--- config.mk ---
export PLATFORM = sky130hd
export DESIGN_NAME = pcsc_core
export DESIGN_NICKNAME = d
export VERILOG_FILES = /design/src/design/pcsc_pkg.sv /design/src/design/pcsc_core.sv
export SDC_FILE = /design/constraint.sdc
export NUM_CORES = 1
export LEC_CHECK = 0
export BUFFER_PORTS_ARGS = -buffer_cell sky130_fd_sc_hd__clkbuf_2
export CORE_MARGIN = 2
export CORE_UTILIZATION = 55
export CTS_BUF_LIST = sky130_fd_sc_hd__clkbuf_4
export DETAILED_ROUTE_END_ITERATION = 8
export PLACE_DENSITY = 0.75
export SYNTH_ARGS = -nofsm -noshare
export SYNTH_HDL_FRONTEND = slang
export SYNTH_SLANG_ARGS = --single-unit
export TNS_END_PERCENT = 10
--- constraint.sdc ---
create_clock -name clk -period 5.78 [get_ports clk]
set_clock_uncertainty 0.2 [all_clocks]
set_input_delay 0.578 -clock clk [delete_from_list [all_inputs] [get_ports clk]]
set_output_delay 0.578 -clock clk [all_outputs]
set_load 0.02 [all_outputs]
--- src/design/pcsc_pkg.sv ---
// Shared definitions for the PNG chunk stream checker: phase codes, order flag
// positions, input and result kinds, error codes, chunk names and the result record.
// No dependencies.
package pcsc_pkg;

	localparam int PHASE_W = 4;

	localparam logic [PHASE_W-1:0] PH_IHDR_LEN  = 4'd0;
	localparam logic [PHASE_W-1:0] PH_IHDR_NAME = 4'd1;
	localparam logic [PHASE_W-1:0] PH_IHDR_BODY = 4'd2;
	localparam logic [PHASE_W-1:0] PH_IHDR_CRC  = 4'd3;
	localparam logic [PHASE_W-1:0] PH_LEN       = 4'd4;
	localparam logic [PHASE_W-1:0] PH_NAME      = 4'd5;
	localparam logic [PHASE_W-1:0] PH_SKIP      = 4'd6;
	localparam logic [PHASE_W-1:0] PH_IDAT      = 4'd7;
	localparam logic [PHASE_W-1:0] PH_CRC       = 4'd8;
	localparam logic [PHASE_W-1:0] PH_IEND_SKIP = 4'd9;
	localparam logic [PHASE_W-1:0] PH_IEND_CRC  = 4'd10;
	localparam logic [PHASE_W-1:0] PH_DONE      = 4'd11;

	localparam int FL_HAVE_IDAT = 0;
	localparam int FL_HAVE_PLTE = 1;
	localparam int FL_PREV_IDAT = 2;
	localparam int FL_INFL_END  = 3;

	localparam logic [1:0] KIND_BYTE     = 2'd0;
	localparam logic [1:0] KIND_END      = 2'd1;
	localparam logic [1:0] KIND_INFL_END = 2'd2;
	localparam logic [1:0] KIND_UNUSED   = 2'd3;

	localparam logic [1:0] RK_PAYLOAD = 2'd0;
	localparam logic [1:0] RK_HEADER  = 2'd1;
	localparam logic [1:0] RK_DONE    = 2'd2;
	localparam logic [1:0] RK_ERROR   = 2'd3;

	localparam logic [3:0] ERR_INPUT_ENDED   = 4'd0;
	localparam logic [3:0] ERR_LENGTH_TOP    = 4'd1;
	localparam logic [3:0] ERR_IHDR_LENGTH   = 4'd2;
	localparam logic [3:0] ERR_NOT_IHDR      = 4'd3;
	localparam logic [3:0] ERR_DEPTH         = 4'd4;
	localparam logic [3:0] ERR_COLOUR        = 4'd5;
	localparam logic [3:0] ERR_COMPRESSION   = 4'd6;
	localparam logic [3:0] ERR_FILTER        = 4'd7;
	localparam logic [3:0] ERR_INTERLACE     = 4'd8;
	localparam logic [3:0] ERR_IDAT_GAP      = 4'd9;
	localparam logic [3:0] ERR_NO_PALETTE    = 4'd10;
	localparam logic [3:0] ERR_IDAT_AFTER    = 4'd11;
	localparam logic [3:0] ERR_PLTE_AFTER    = 4'd12;
	localparam logic [3:0] ERR_UNKNOWN_CRIT  = 4'd13;
	localparam logic [3:0] ERR_NO_IDAT       = 4'd14;
	localparam logic [3:0] ERR_INFLATE_OPEN  = 4'd15;

	localparam logic [31:0] NAME_IHDR = 32'h4948_4452;
	localparam logic [31:0] NAME_IDAT = 32'h4944_4154;
	localparam logic [31:0] NAME_PLTE = 32'h504C_5445;
	localparam logic [31:0] NAME_IEND = 32'h4945_4E44;

	localparam logic [31:0] IHDR_SIZE      = 32'd13;
	localparam int          ANCILLARY_POS  = 29;
	localparam logic [7:0]  INDEXED_COLOUR = 8'd3;

	typedef struct packed {
		logic [1:0]  result_kind;
		logic [7:0]  payload_byte;
		logic [30:0] image_width;
		logic [30:0] image_height;
		logic [4:0]  bit_depth;
		logic [2:0]  color_type;
		logic        interlaced;
		logic [3:0]  error_code;
	} result_t;

endpackage

--- src/design/pcsc_core.sv ---
// Chunk parser state and its combinational step logic: one registered item in,
// at most one result out. Depends on pcsc_pkg.
module pcsc_core import pcsc_pkg::*; (
	input  logic       clk,
	input  logic       arst_n,
	input  logic       step_en,
	input  logic [1:0] kind,
	input  logic [7:0] data_byte,
	output logic       res_valid,
	output result_t    res
);

	logic [PHASE_W-1:0] phase_q, phase_d;
	logic [30:0]        cnt_q, cnt_d;
	logic [30:0]        len_q, len_d;
	logic [31:0]        asm_q, asm_d;
	logic [31:0]        name_q, name_d;
	logic [3:0]         flags_q, flags_d;
	logic [30:0]        hw_q, hw_d;
	logic [30:0]        hh_q, hh_d;
	logic [39:0]        hb_q, hb_d;

	logic [31:0] asm_shift;
	logic [39:0] hb_shift;
	logic [30:0] cnt_inc;
	logic        err_hit;
	logic [3:0]  err_code;
	logic [3:0]  hdr_code;
	logic        hdr_bad;

	function automatic logic [4:0] header_check(input logic [39:0] hb);
		logic [7:0] d;
		logic [7:0] c;
		logic       ok;
		logic [4:0] r;
		d  = hb[39:32];
		c  = hb[31:24];
		ok = 1'b0;
		r  = {1'b0, ERR_INPUT_ENDED};
		case (c)
			8'd0: ok = (d == 8'd1) || (d == 8'd2) || (d == 8'd4) || (d == 8'd8) || (d == 8'd16);
			8'd3: ok = (d == 8'd1) || (d == 8'd2) || (d == 8'd4) || (d == 8'd8);
			8'd2, 8'd4, 8'd6: ok = (d == 8'd8) || (d == 8'd16);
			default: ok = 1'b0;
		endcase
		if (!(c == 8'd0 || c == 8'd2 || c == 8'd3 || c == 8'd4 || c == 8'd6)) begin
			r = {1'b1, ERR_COLOUR};
		end else if (!ok) begin
			r = {1'b1, ERR_DEPTH};
		end else if (hb[23:16] != 8'd0) begin
			r = {1'b1, ERR_COMPRESSION};
		end else if (hb[15:8] != 8'd0) begin
			r = {1'b1, ERR_FILTER};
		end else if (hb[7:0] > 8'd1) begin
			r = {1'b1, ERR_INTERLACE};
		end
		return r;
	endfunction

	assign asm_shift          = {asm_q[23:0], data_byte};
	assign hb_shift           = {hb_q[31:0], data_byte};
	assign cnt_inc            = cnt_q + 31'd1;
	assign {hdr_bad, hdr_code} = header_check(hb_shift);

	always_comb begin
		phase_d   = phase_q;
		cnt_d     = cnt_q;
		len_d     = len_q;
		asm_d     = asm_q;
		name_d    = name_q;
		flags_d   = flags_q;
		hw_d      = hw_q;
		hh_d      = hh_q;
		hb_d      = hb_q;
		err_hit   = 1'b0;
		err_code  = ERR_INPUT_ENDED;
		res_valid = 1'b0;
		res       = '0;

		if (phase_q == PH_DONE) begin
			phase_d = PH_DONE;
		end else if (kind == KIND_INFL_END) begin
			flags_d[FL_INFL_END] = 1'b1;
		end else if (kind == KIND_UNUSED) begin
			phase_d = phase_q;
		end else if (kind == KIND_END) begin
			err_hit  = 1'b1;
			err_code = ERR_INPUT_ENDED;
		end else begin
			case (phase_q)
				PH_IHDR_LEN, PH_LEN: begin
					asm_d = asm_shift;
					cnt_d = cnt_inc;
					if (cnt_q == 31'd3) begin
						cnt_d = '0;
						if (asm_shift[31]) begin
							err_hit  = 1'b1;
							err_code = ERR_LENGTH_TOP;
						end else if (phase_q == PH_IHDR_LEN && asm_shift != IHDR_SIZE) begin
							err_hit  = 1'b1;
							err_code = ERR_IHDR_LENGTH;
						end else begin
							len_d   = asm_shift[30:0];
							phase_d = (phase_q == PH_IHDR_LEN) ? PH_IHDR_NAME : PH_NAME;
						end
					end
				end
				PH_IHDR_NAME: begin
					asm_d = asm_shift;
					cnt_d = cnt_inc;
					if (cnt_q == 31'd3) begin
						cnt_d  = '0;
						name_d = asm_shift;
						if (asm_shift != NAME_IHDR) begin
							err_hit  = 1'b1;
							err_code = ERR_NOT_IHDR;
						end else begin
							phase_d = PH_IHDR_BODY;
						end
					end
				end
				PH_IHDR_BODY: begin
					cnt_d = cnt_inc;
					if (cnt_q < 31'd8) begin
						asm_d = asm_shift;
						if (cnt_q == 31'd3 || cnt_q == 31'd7) begin
							if (asm_shift[31]) begin
								err_hit  = 1'b1;
								err_code = ERR_LENGTH_TOP;
							end else if (cnt_q == 31'd3) begin
								hw_d = asm_shift[30:0];
							end else begin
								hh_d = asm_shift[30:0];
							end
						end
					end else begin
						hb_d = hb_shift;
						if (cnt_q == 31'd12) begin
							if (hdr_bad) begin
								err_hit  = 1'b1;
								err_code = hdr_code;
							end else begin
								cnt_d   = '0;
								phase_d = PH_IHDR_CRC;
							end
						end
					end
				end
				PH_IHDR_CRC: begin
					cnt_d = cnt_inc;
					if (cnt_q == 31'd3) begin
						cnt_d            = '0;
						phase_d          = PH_LEN;
						res_valid        = 1'b1;
						res.result_kind  = RK_HEADER;
						res.image_width  = hw_q;
						res.image_height = hh_q;
						res.bit_depth    = hb_q[36:32];
						res.color_type   = hb_q[26:24];
						res.interlaced   = hb_q[0];
					end
				end
				PH_NAME: begin
					asm_d = asm_shift;
					cnt_d = cnt_inc;
					if (cnt_q == 31'd3) begin
						name_d = asm_shift;
						if (asm_shift[ANCILLARY_POS]) begin
							flags_d[FL_PREV_IDAT] = 1'b0;
							cnt_d   = '0;
							phase_d = (len_q == '0) ? PH_CRC : PH_SKIP;
						end else if (asm_shift == NAME_IDAT) begin
							if (flags_q[FL_HAVE_IDAT] && !flags_q[FL_PREV_IDAT]) begin
								err_hit  = 1'b1;
								err_code = ERR_IDAT_GAP;
							end else if (hb_q[31:24] == INDEXED_COLOUR && !flags_q[FL_HAVE_PLTE]) begin
								err_hit  = 1'b1;
								err_code = ERR_NO_PALETTE;
							end else if (flags_q[FL_INFL_END]) begin
								err_hit  = 1'b1;
								err_code = ERR_IDAT_AFTER;
							end else begin
								flags_d[FL_HAVE_IDAT] = 1'b1;
								flags_d[FL_PREV_IDAT] = 1'b1;
								cnt_d   = '0;
								phase_d = (len_q == '0) ? PH_CRC : PH_IDAT;
							end
						end else begin
							flags_d[FL_PREV_IDAT] = 1'b0;
							if (asm_shift == NAME_PLTE) begin
								if (flags_q[FL_HAVE_IDAT]) begin
									err_hit  = 1'b1;
									err_code = ERR_PLTE_AFTER;
								end else begin
									flags_d[FL_HAVE_PLTE] = 1'b1;
									cnt_d   = '0;
									phase_d = (len_q == '0) ? PH_CRC : PH_SKIP;
								end
							end else if (asm_shift == NAME_IEND) begin
								cnt_d   = '0;
								phase_d = (len_q == '0) ? PH_IEND_CRC : PH_IEND_SKIP;
							end else begin
								err_hit  = 1'b1;
								err_code = ERR_UNKNOWN_CRIT;
							end
						end
					end
				end
				PH_SKIP, PH_IEND_SKIP: begin
					cnt_d = cnt_inc;
					if (cnt_inc >= len_q) begin
						cnt_d   = '0;
						phase_d = (phase_q == PH_SKIP) ? PH_CRC : PH_IEND_CRC;
					end
				end
				PH_IDAT: begin
					cnt_d = cnt_inc;
					if (cnt_inc >= len_q) begin
						cnt_d   = '0;
						phase_d = PH_CRC;
					end
					res_valid        = 1'b1;
					res.result_kind  = RK_PAYLOAD;
					res.payload_byte = data_byte;
				end
				PH_CRC: begin
					cnt_d = cnt_inc;
					if (cnt_q == 31'd3) begin
						cnt_d   = '0;
						phase_d = PH_LEN;
					end
				end
				PH_IEND_CRC: begin
					cnt_d = cnt_inc;
					if (cnt_q == 31'd3) begin
						cnt_d = '0;
						if (!flags_q[FL_HAVE_IDAT]) begin
							err_hit  = 1'b1;
							err_code = ERR_NO_IDAT;
						end else if (!flags_q[FL_INFL_END]) begin
							err_hit  = 1'b1;
							err_code = ERR_INFLATE_OPEN;
						end else begin
							phase_d         = PH_DONE;
							res_valid       = 1'b1;
							res.result_kind = RK_DONE;
						end
					end
				end
				default: begin
					phase_d = PH_DONE;
				end
			endcase
		end

		if (err_hit) begin
			phase_d         = PH_DONE;
			res_valid       = 1'b1;
			res             = '0;
			res.result_kind = RK_ERROR;
			res.error_code  = err_code;
		end
	end

	always_ff @(posedge clk or negedge arst_n) begin
		if (!arst_n) begin
			phase_q <= PH_IHDR_LEN;
			cnt_q   <= '0;
			len_q   <= '0;
			asm_q   <= '0;
			name_q  <= '0;
			flags_q <= '0;
			hw_q    <= '0;
			hh_q    <= '0;
			hb_q    <= '0;
		end else if (step_en) begin
			phase_q <= phase_d;
			cnt_q   <= cnt_d;
			len_q   <= len_d;
			asm_q   <= asm_d;
			name_q  <= name_d;
			flags_q <= flags_d;
			hw_q    <= hw_d;
			hh_q    <= hh_d;
			hb_q    <= hb_d;
		end
	end

	// A finished or failed stream stays that way until reset.
	a_done_sticky: assert property (@(posedge clk) disable iff (!arst_n)
		phase_q == PH_DONE |=> phase_q == PH_DONE)
		else $error("checker left the finished phase");

	a_no_result_after_done: assert property (@(posedge clk) disable iff (!arst_n)
		step_en && res_valid |-> phase_q != PH_DONE)
		else $error("result produced after the stream finished");

	a_header_from_crc: assert property (@(posedge clk) disable iff (!arst_n)
		step_en && res_valid && res.result_kind == RK_HEADER |-> phase_q == PH_IHDR_CRC)
		else $error("header result outside the IHDR CRC phase");

	a_crc_count: assert property (@(posedge clk) disable iff (!arst_n)
		(phase_q == PH_CRC || phase_q == PH_IEND_CRC || phase_q == PH_IHDR_CRC)
		|-> cnt_q < 31'd4)
		else $error("CRC byte counter out of range");

	a_payload_in_idat: assert property (@(posedge clk) disable iff (!arst_n)
		step_en && res_valid && res.result_kind == RK_PAYLOAD
		|-> phase_q == PH_IDAT && flags_q[FL_PREV_IDAT])
		else $error("payload forwarded outside an IDAT chunk");

endmodule

======== Word level (Yosys, flattened, before mapping) ========
Cells that the tools add are included.
word-level totals
  flip-flop bits (word level) ............. 193
  input bits .............................. 13
  output and inout port bits .............. 86
  logic and storage cells ................. 266
cells by class
  $add $sub $neg .......................... 1
  magnitude comparators ................... 3
  equality and inequality tests ........... 59
  multiplexer cells ....................... 138
  bitwise operators ....................... 14
  reductions and logical operators ........ 40
operators by type and width
  kind                     count
  $mux W31                 14
  $mux W81                 4
  $mux W4                  49
  $mux W71                 2
  $pmux W31 S4             1
  $eq A32 B31 Y1 const B   3
  $mux W85                 1
  $ne A4 B4 Y1 const B     14
  $pmux W24 S2             1
  $mux W1                  42
  $eq A8 B2 Y1 const B     4
  $ne A32 B31 Y1 const B   1
  $ne A32 B4 Y1 const B    1
  $pmux W4 S8              1
  $add A31 B1 Y31 const B  1
  $eq A31 B2 Y1 const B    1
  $eq A31 B3 Y1 const B    1
  $eq A31 B4 Y1 const B    1
  $ge A31 B31 Y1           1
  $logic_not A31 Y1        1
  $lt A31 B4 Y1 const B    1
  $reduce_and A10 Y1       3
  $mux W5                  5
  $eq A8 B3 Y1 const B     3
  43 further kinds         99

======== Logic depth before layout (Yosys ltp) ========
Gate-level depths: netlist of run 1.
  depth in word-level cells ............... 18
  gate-level depth with buffers ........... 17
  mapped depth without buffers ............ 16

======== Worst setup path after synthesis of run 1 ========
OpenSTA, ideal clock, no wires.
  kind .................................... register -> register
  start point ............................. reg cnt_q[0]
  end point ............................... reg phase_q[0]
  library setup time ...................... 0.126 ns
  data arrival time ....................... 3.996 ns
  required time ........................... 5.454 ns
  slack ................................... 1.458 ns
  cell stages (with the launch flop) ...... 17
  period minus slack after synthesis ...... 4.322 ns
  cells stage by stage .................... dfrtp_1 > ha_1 > nand3_1 > nor4_4 > nand3_2 > nor3_1 > nand4_1 > xnor2_1 > ha_1 > nand4_1 > nor4_1 > a2111oi_0 > o211ai_1 > o22ai_2 > nor3_2 > o311a_2 > o32a_1
on the way
  cells in the longest elaborated chain, start to end .. 11
  elaborated cells between the ends (all ways) .. 44
  those cells by class .................... add/sub: 1; order compare: 2; eq/ne: 26; mux: 13; reduce/logical: 2
ends and longest elaborated chain
  item                                                      line              source
  start, declared                                           pcsc_core.sv:14   logic [30:0] cnt_q, cnt_d;
  start signal, assigned                                    pcsc_core.sv:278  cnt_q <= cnt_d;
  branches (longest 11 deep; another with $add A31 B1 Y31)  n/a
  end signal, assigned                                      pcsc_core.sv:277  phase_q <= phase_d;
  end, declared                                             pcsc_core.sv:13   logic [PHASE_W-1:0] phase_q, phase_d;
Several ways; the timed one is not identified.
A chain may end at the register's enable or synchronous reset.

======== Final worst setup path of run 1 ========
Same ends and word-level chain as after synthesis.

==> reports/metrics.yaml, run 1 <==
worstRegToRegCells: 16
hold_depth: 2
ys.flop_type: "dfrtp_1"
antenna_left: 0
drt-total-wl_um: 26400
crit_buf_inv: 0
cts-htree-levels: 4
start_kind: "flop"
gp_congestion: 0.886
worst_slack_ps: 616
worstPathCellList: "ha_1 -> nand3_1 -> nor4_4 -> nand3_2 -> nor3_1 -> nand4_1 -> xnor2_1 -> ha_1 -> nand4_1 -> nor4_1 -> nand2_1 -> a41oi_1 -> o22ai_2 -> nor3_2 -> nand2_1 -> o32a_1"
io_buffers: 98
crit_family: "simple AND/OR/NAND/NOR gates"
synth_top_area_cell: "dfrtp_1"
finalCriticalPeriod_ps: 5160
grt_pass1_vias: 8020
via_per_inst: 5.96
max_stage_delay_ps: 520
placed_area_um2: 11400
min_to: "flags_q[3]$_DFFE_PN0P_"
worst_pin_slew_ps: 1010
synthArstFlopShare: 1.00
clkSlewWorstSetupHoldPaths_ps: 150
syn_area_um2: 10800
cp_data_arrival_time_ps: 5450
drc_errors: 0
multi_input_area_um2: 5490
start_util: 0.557
stdcell_area_um2: 11700
worstSkewPairLatency_ps: 600
cts_inserted_buffers: 17
cts-resized-gates: 0
fmax_mhz: 194
final-setup-viol-count: 0
yosys.area.top_type_share: 0.447
p_per_area_nw_per_um2: 268
nFillCells: 1663
avgSynthCellArea_um2: 10.1
synthToLayoutAreaGrowth_pct: 8.38
cts_tree: "done"
grt_max_degree: 126
hold_viol: 0
synth_area_leaders: "dfrtp_1, mux2_2, and2_1"
crit_path_end_kind: "flop"
cpMaxStageDelayCell: "nor4_4"
die_h_um: 144
antenna_found_initial: 1
cp-startpoint: "cnt_q[0]$_DFFE_PN0P_"
die_w_um: 144
grt_usage: 0.267
required_ps: 6070
nets: 1186
dr.pass1.iters: 6
slew_headroom: 0.328
die_area_um2: 20800
criticalPathCategory: "reg2reg"
seq_area_frac_synth: 0.447
synth_seq_cells: 193
hpwlAfterDp_um: 18600
io_pins: 99
syn_nets: 1114
rows: 51
syn-instance-count: 1066
yosysWarnings: 0
grt_setup_unrepaired: "no"
ctsLongestPathBuffers: 2
register_area_um2: 4830
vias: 8445
r2r_end: "phase_q[0]$_DFFE_PN0P_"
ys_types: 81
final_util: 0.604
clkSinkCount: 193
slew_violations: 0
reg2reg_slack_ps: 620
synth-edff-count: 0
clockRootBuffer: "clkbuf_4"
core_um2: 19400
dp_worst_setup_slack_ps: 393
r2r_start: "cnt_q[0]$_DFFE_PN0P_"
cp_max_fo: 7
wire_per_inst_um: 18.6
status: "complete, no violations"
fin_crit_sh: 0.893
drive_above_1_share: 0.254
hold_path_class: "in2reg"
grt_pass1_wl_um: 42900
vdd_drop_max_mv: 0.184
tns_ps: 0
p_leak_nw: 5.79
drtIter0Drc: 826
grt_overflow: 0
hp-start: "kind[1]"
maxCapViolCount: 0
worst max path at each step:
stage	endpoint	slack (ps)	cells after the start
5_1_grt	phase_q[0]$_DFFE_PN0P_	70	16
2_1_floorplan	phase_q[0]$_DFFE_PN0P_	1460	16
6_report	phase_q[0]$_DFFE_PN0P_	620	16
4_1_cts	cnt_q[18]$_DFFE_PN0P_	360	17
3_3_place_gp	cnt_q[18]$_DFFE_PN0P_	610	17
3_5_place_dp	cnt_q[18]$_DFFE_PN0P_	390	17
kinds of logic after synthesis:
kind of cell / Yosys count / share of synthesized area
buffers and inverters: 107 / 0.0461
multiplexers: 122 / 0.127
XOR/XNOR: 31 / 0.0251
flip-flops: 193 / 0.447
AO/OA/AOI/OAI: 177 / 0.106
adder cells (fa/ha/maj): 35 / 0.0405
AND/OR/NAND/NOR: 401 / 0.208
synthesized netlist by cell type (7+ instances only):
library cell,number
a21o_1,7
a21oi_1,31
a31oi_1,9
and2_1,83
and3_1,7
buf_2,18
clkbuf_1,33
dfrtp_1,193
ha_1,35
inv_1,45
mux2_2,120
nand2_1,115
nand2b_1,12
nand3_1,25
nand4_1,17
nor2_1,34
nor2b_1,7
nor3_1,16
nor4_1,29
o21ai_0,64
o22ai_1,9
or3_1,12
xnor2_1,17
xor2_1,14
flip-flops by register name (all words and copies together), names as in the netlist:
name / count
flags_q: 4
cnt_q: 31
asm_q: 24
phase_q: 4
hw_q: 31
len_q: 31
hb_q: 37
hh_q: 31
report_power, final:
group	switching (mW)	leakage [nW]	internal (mW)
logic	0.469	3.14	0.340
registers	0.204	2.50	1.44
clock network	0.497	0.138	0.188
total	1.17	5.79	1.97
layer usage:
metal,global-route usage,part of all wire,vias to the layer above
li1,-,-,3937
met1,0.377,0.45,4172
met2,0.422,0.47,286
met3,0.0490,0.057,50
met4,0.0807,0.023,0
met5,0,0,-
what timing repair did:
item / CTS / global route
hold buffers: 1 / 0
hold endpoints to repair: 123 / 0
setup endpoints to repair: 0 / 23
setup buffers: 0 / 4
worst reg2reg max path, cell delays in order (launching register included):
cell and delay, ps:
dfrtp_1 490, ha_1 340, nand3_1 270, nor4_4 530, nand3_2 250, nor3_1 370, nand4_1 230, xnor2_1 180
ha_1 300, nand4_1 150, nor4_1 390, nand2_1 100, a41oi_1 250, o22ai_2 160, nor3_2 400, nand2_1 130
o32a_1 330
final cells by class:
type	count	area share
Clock buffer	18	0.0115
Clock inverter	14	0.0103
Tap cell	265	0.0283
Inverter	45	0.0144
Multi-Input combinational cell	766	0.468
Timing Repair Buffer	115	0.0548
Sequential cell	193	0.412
Antenna cell	1	0.000214
through the flow:
step / instances / hold slack [ps] / total power [mW]
after floorplan: 1066 / 82.4 / 2.16
after global placement: 1379 / 258 / 2.38
after detailed placement: 1379 / 254 / 2.40
after CTS: 1412 / 65.5 / 3.08
after global routing: 1417 / 94.2 / 3.29
final: 1417 / 113 / 3.14
placed cells by master, fill, tap and decap left out, types with 31 or more instances in the layout:
cell type	synthesis	layout
a21oi_1	31	31
and2_1	83	83
clkbuf_2	2	97
dfrtp_1	193	193
ha_1	35	35
inv_1	45	45
mux2_2	120	120
nand2_1	115	115
nor2_1	34	34
o21ai_0	64	64
(Power assumes the default switching activity.)
==> run 2: changes to the inputs <==
Settings changed: CORE_UTILIZATION 55 to 35, PLACE_DENSITY 0.75 to not set.
==> reports/metrics.yaml, run 2 (same netlist as run 1, synthesis figures left out) <==
status: "complete, no violations"
grt_overflow: 0
nFillCells: 3061
tns_ps: 0
stdcell_area_um2: 11900
grt_pass1_wl_um: 45700
fmax_mhz: 193
via_per_inst: 5.34
final_common_cell: "dfrtp_1"
cp_max_fo: 7
io_buffers: 98
worst_hold_slack_ps: 101
p_sw_frac: 0.382
drt-total-wl_um: 28100
pwr-share-comb: 0.251
maxCapViolCount: 0
wire_per_inst_um: 18.2
finalCriticalPeriod_ps: 5170
grt_pass1_vias: 8168
dr.pass1.iters: 5
r2r_start: "cnt_q[0]$_DFFE_PN0P_"
p_leak_nw: 5.81
final_cell_mix: "dfrtp_1, mux2_2, nand2_1"
core_um2: 30500
intPower_mw: 1.98
crit_path_end_kind: "flop"
clkSlewWorstSetupHoldPaths_ps: 190
final-setup-viol-count: 0
p_clk_frac: 0.237
slew_violations: 0
cts-htree-levels: 4
cts-resized-gates: 0
grt_max_degree: 119
gp_congestion: 0.866
drtIter0Drc: 570
clockRootBuffer: "clkbuf_4"
drive_above_1_share: 0.254
fin_crit_sh: 0.894
vias: 8277
cp_data_arrival_time_ps: 5480
hpwlAfterDp_um: 19800
cts_tree: "done"
die_w_um: 180
hp-start: "kind[1]"
cts_inserted_buffers: 17
required_ps: 6090
grt_usage: 0.176
largest_reg_flops: 37
antenna_found_initial: 1
slew_headroom: 0.381
seqPwrFrac: 0.512
grt_setup_unrepaired: "no"
io_pins: 99
placed_area_um2: 11600
worstSkewPairLatency_ps: 610
worst_pin_slew_ps: 928
ctsLongestPathBuffers: 2
synthToLayoutAreaGrowth_pct: 10.4
cp-startpoint: "cnt_q[0]$_DFFE_PN0P_"
final_util: 0.391
hold_path_class: "in2reg"
start_util: 0.354
start_kind: "flop"
hold_viol: 0
top_register: "hb_q"
vdd_drop_max_mv: 0.140
criticalPathCategory: "reg2reg"
clkSinkCount: 193
nets: 1187
drc_errors: 0
rows: 64
p_switching_mw: 1.22
antenna_left: 0
die_area_um2: 32300
die_h_um: 180
p_per_area_nw_per_um2: 268
## run 2: changes by cell type in the layout (fill, tap and decap cells not counted)
| cell | change |
|---|---|
| clkinv_8 | +2 |
| clkinv_2 | -2 |
| inv_12 | +1 |
| inv_8 | +2 |
| clkinv_4 | -2 |
| clkinvlp_4 | -1 |
| buf_12 | +1 |
## run 2: worst paths after layout
kind                                           to  depth (start not counted)  slack, ps
max in group asynchronous    cnt_q[4]$_DFFE_PN0P_                          3       3790
min in group asynchronous    hb_q[34]$_DFFE_PN0P_                          2        470
hold / removal             flags_q[3]$_DFFE_PN0P_                          2        100
setup reg to reg            cnt_q[27]$_DFFE_PN0P_                         16        610
hold reg to reg            flags_q[1]$_DFFE_PN0P_                          1        290
setup / recovery            cnt_q[27]$_DFFE_PN0P_                         16        610
## run 2: cell type report
class | instances | area (um2) | share of cell area
Multi-Input combinational cell | 766 | 5490 | 0.460
Sequential cell | 193 | 4830 | 0.405
Timing Repair Buffer | 116 | 662 | 0.0554
Tap cell | 396 | 495 | 0.0415
Inverter | 45 | 169 | 0.0141
Clock inverter | 14 | 156 | 0.0131
Clock buffer | 18 | 135 | 0.0113
Antenna cell | 1 | 2.50 | 0.000210
## run 2: what timing repair did
action,in CTS,in global routing
setup endpoints to repair,0,5
setup buffers,0,3
hold buffers,1,0
endpoints found under the hold margin,116,0
## run 2: routing by layer
metal / global-route usage / routed length [um]
met1: 0.252 / 13400
met2: 0.274 / 13000
met3: 0.0274 / 1270
met4: 0.0507 / 486
met5: 0 / 0
## run 2: power by group through the flow
stage / Sequential [mW] / Combinational (mW) / Clock, mW
finish: 1.64 / 0.805 / 0.758
global route: 1.67 / 0.885 / 0.848
CTS: 1.64 / 0.752 / 0.781
detailed placement: 1.66 / 0.748 / 0
global placement: 1.66 / 0.741 / 0
floorplan: 1.54 / 0.619 / 0
## run 2: worst max-delay path: stages, from the launching register on
cell and delay [ps]:
dfrtp_1 480, ha_1 340, nand3_1 280, nor4_4 520, nand3_2 230, nor3_1 390
nand4_1 210, xnor2_1 210, ha_1 260, nand4_1 130, nor4_1 90, a2111oi_0 360
o211ai_1 210, o22ai_2 370, a211o_2 230, nand3_1 260, o31ai_1 300
## run 2: per-stage QoR
step	power, mW	worst slack [ps]	cells
finish	3.20	611	1549
global route	3.40	40.3	1549
CTS	3.17	431	1545
detailed placement	2.41	463	1512
global placement	2.40	640	1512
floorplan	2.16	1460	1066
==> run 3: changes to the inputs <==
Settings changed: ABC_AREA set to 1, REMOVE_ABC_BUFFERS set to 1.
==> reports/metrics.yaml, run 3 <==
syn-instance-count: 1497
final-setup-viol-count: 0
clkSlewWorstSetupHoldPaths_ps: 160
synth_top_family_by_area: "simple AND/OR/NAND/NOR gates"
hold_path_class: "in2reg"
synth_top_area_cell: "dfrtp_1"
worst_hold_slack_ps: 67.1
slew_headroom: 0.416
fin_crit_sh: 0.817
grt_pass1_vias: 9144
synth_seq_cells: 193
placed_area_um2: 11900
die_area_um2: 32900
hold_depth: 3
yosys.area_share.simple: 0.251
cts_tree: "done"
vdd_drop_max_mv: 0.139
synthTopCellsByCount: "inv_1, nand2_1, nor2_1, dfrtp_1, o21ai_0"
clkSinkCount: 193
cts-resized-gates: 0
synth-edff-count: 0
vias: 9726
slew_violations: 0
worst_slack_ps: 1060
syn_area_um2: 11000
seq_area_frac_synth: 0.439
yosysWarnings: 0
wire_per_inst_um: 14.9
fmax_mhz: 212
drtIter0Drc: 700
cp_max_fo: 16
grt_max_degree: 107
clockRootBuffer: "clkbuf_4"
start_kind: "flop"
cp_data_arrival_time_ps: 5010
antenna_left: 0
synth_compound_area_frac: 0.132
hpwlAfterDp_um: 22200
rows: 64
dp_worst_setup_slack_ps: 1130
status: "complete, no violations"
synthToLayoutAreaGrowth_pct: 10.5
ys.flop_type: "dfrtp_1"
synth_fa_ha_area_frac: 0.0398
drive_above_1_share: 0.119
gp_congestion: 0.924
synth_most_common_cell: "inv_1"
drc_errors: 0
final_cell_mix: "inv_1, nand2_1, nor2_1"
dr.pass1.iters: 6
grt_usage: 0.186
finalCriticalPeriod_ps: 4720
top_register: "hb_q"
drt-total-wl_um: 29700
final_common_cell: "inv_1"
grt_pass1_wl_um: 48600
p_per_area_nw_per_um2: 341
synthArstFlopShare: 1.00
criticalPathCategory: "reg2reg"
required_ps: 6070
avgSynthCellArea_um2: 7.35
nets: 1629
antenna_found_initial: 1
maxCapViolCount: 0
synth_xor_xnor_area_share: 0.0151
worst_pin_slew_ps: 875
largest_reg_flops: 37
yosys.area.top_type_share: 0.439
core_um2: 30700
tns_ps: 0
grt_overflow: 0
synthMuxAreaShare: 0.00102
die_h_um: 181
grt_setup_unrepaired: "no"
via_per_inst: 4.88
ys_types: 40
p_leak_nw: 6.06
cts-htree-levels: 4
cts_inserted_buffers: 17
synth_area_leaders: "dfrtp_1, inv_1, nand2_1"
io_pins: 99
die_w_um: 181
hold_viol: 0
stdcell_area_um2: 12100
worstSkewPairLatency_ps: 600
worstRegToRegCells: 22
start_util: 0.358
io_buffers: 98
crit_path_end_kind: "flop"
ctsLongestPathBuffers: 2
==> run 3: kinds of logic after synthesis <==
kind of cell	Yosys count
compound gates	250
xor+xnor	19
fa+ha+maj	35
buf+inv	340
flops	193
mux	1
simple gates	659
==> run 3: layer usage <==
metal / global-route usage / share of wire
met2: 0.296 / 0.46
met1: 0.260 / 0.47
met5: 0 / 0
met3: 0.0290 / 0.050
met4: 0.0543 / 0.017
==> run 3: area by class of cell <==
cell class	instances	area, um2
Antenna cell	1	2.50
Clock buffer	18	135
Clock inverter	14	109
Fill cell	3351	18600
Inverter	294	1100
Multi-Input combinational cell	964	4860
Sequential cell	193	4830
Tap cell	396	495
Timing Repair Buffer	111	607
==> run 3: final timing paths <==
check	start	endpoint	slack (ps)
max	cnt_q[0]$_DFFE_PN0P_	cnt_q[7]$_DFFE_PN0P_	1060
min	step_en	phase_q[2]$_DFFE_PN0P_	70
max reg2reg	cnt_q[0]$_DFFE_PN0P_	cnt_q[7]$_DFFE_PN0P_	1060
min reg2reg	len_q[4]$_DFFE_PN0P_	len_q[4]$_DFFE_PN0P_	300
max in group asynchronous	arst_n	cnt_q[30]$_DFFE_PN0P_	3800
min in group asynchronous	arst_n	hw_q[2]$_DFFE_PN0P_	420
==> run 3: worst max-delay path: stages, from the launching register on <==
cell and delay, ps:
dfrtp_1 440, ha_1 180, nand2_1 80, nor3_1 330, inv_1 100, nor4_1 170, inv_1 80, nor2_1 250
nand2_1 130, nor3_1 200, xor2_1 230, inv_1 80, ha_1 290, nand4_1 110, nor3b_1 280, nand2_1 130
o22ai_1 150, nor2_1 60, nand2_1 100, nand4_1 80, nand3b_1 480, buf_4 340, o22ai_1 100
==> run 3: through the flow <==
stage                     std cells  power [mW]   util
after floorplan                1451        2.94      -
after global placement         1954        3.46  0.386
after detailed placement       1954        3.47  0.386
after CTS                      1990        4.16  0.395
after global routing           1991        4.50  0.395
final                          1991        4.14  0.395
==> run 3: timing repair <==
item | CTS | global route
buffers inserted | 0 | 0
hold buffers | 4 | 0
hold endpoints to repair | 109 | 0
==> run 3: report_power, final <==
part,switching [mW],leakage [nW],internal [mW]
registers,0.271,2.41,1.59
clock network,0.506,0.122,0.181
logic,1.09,3.52,0.507
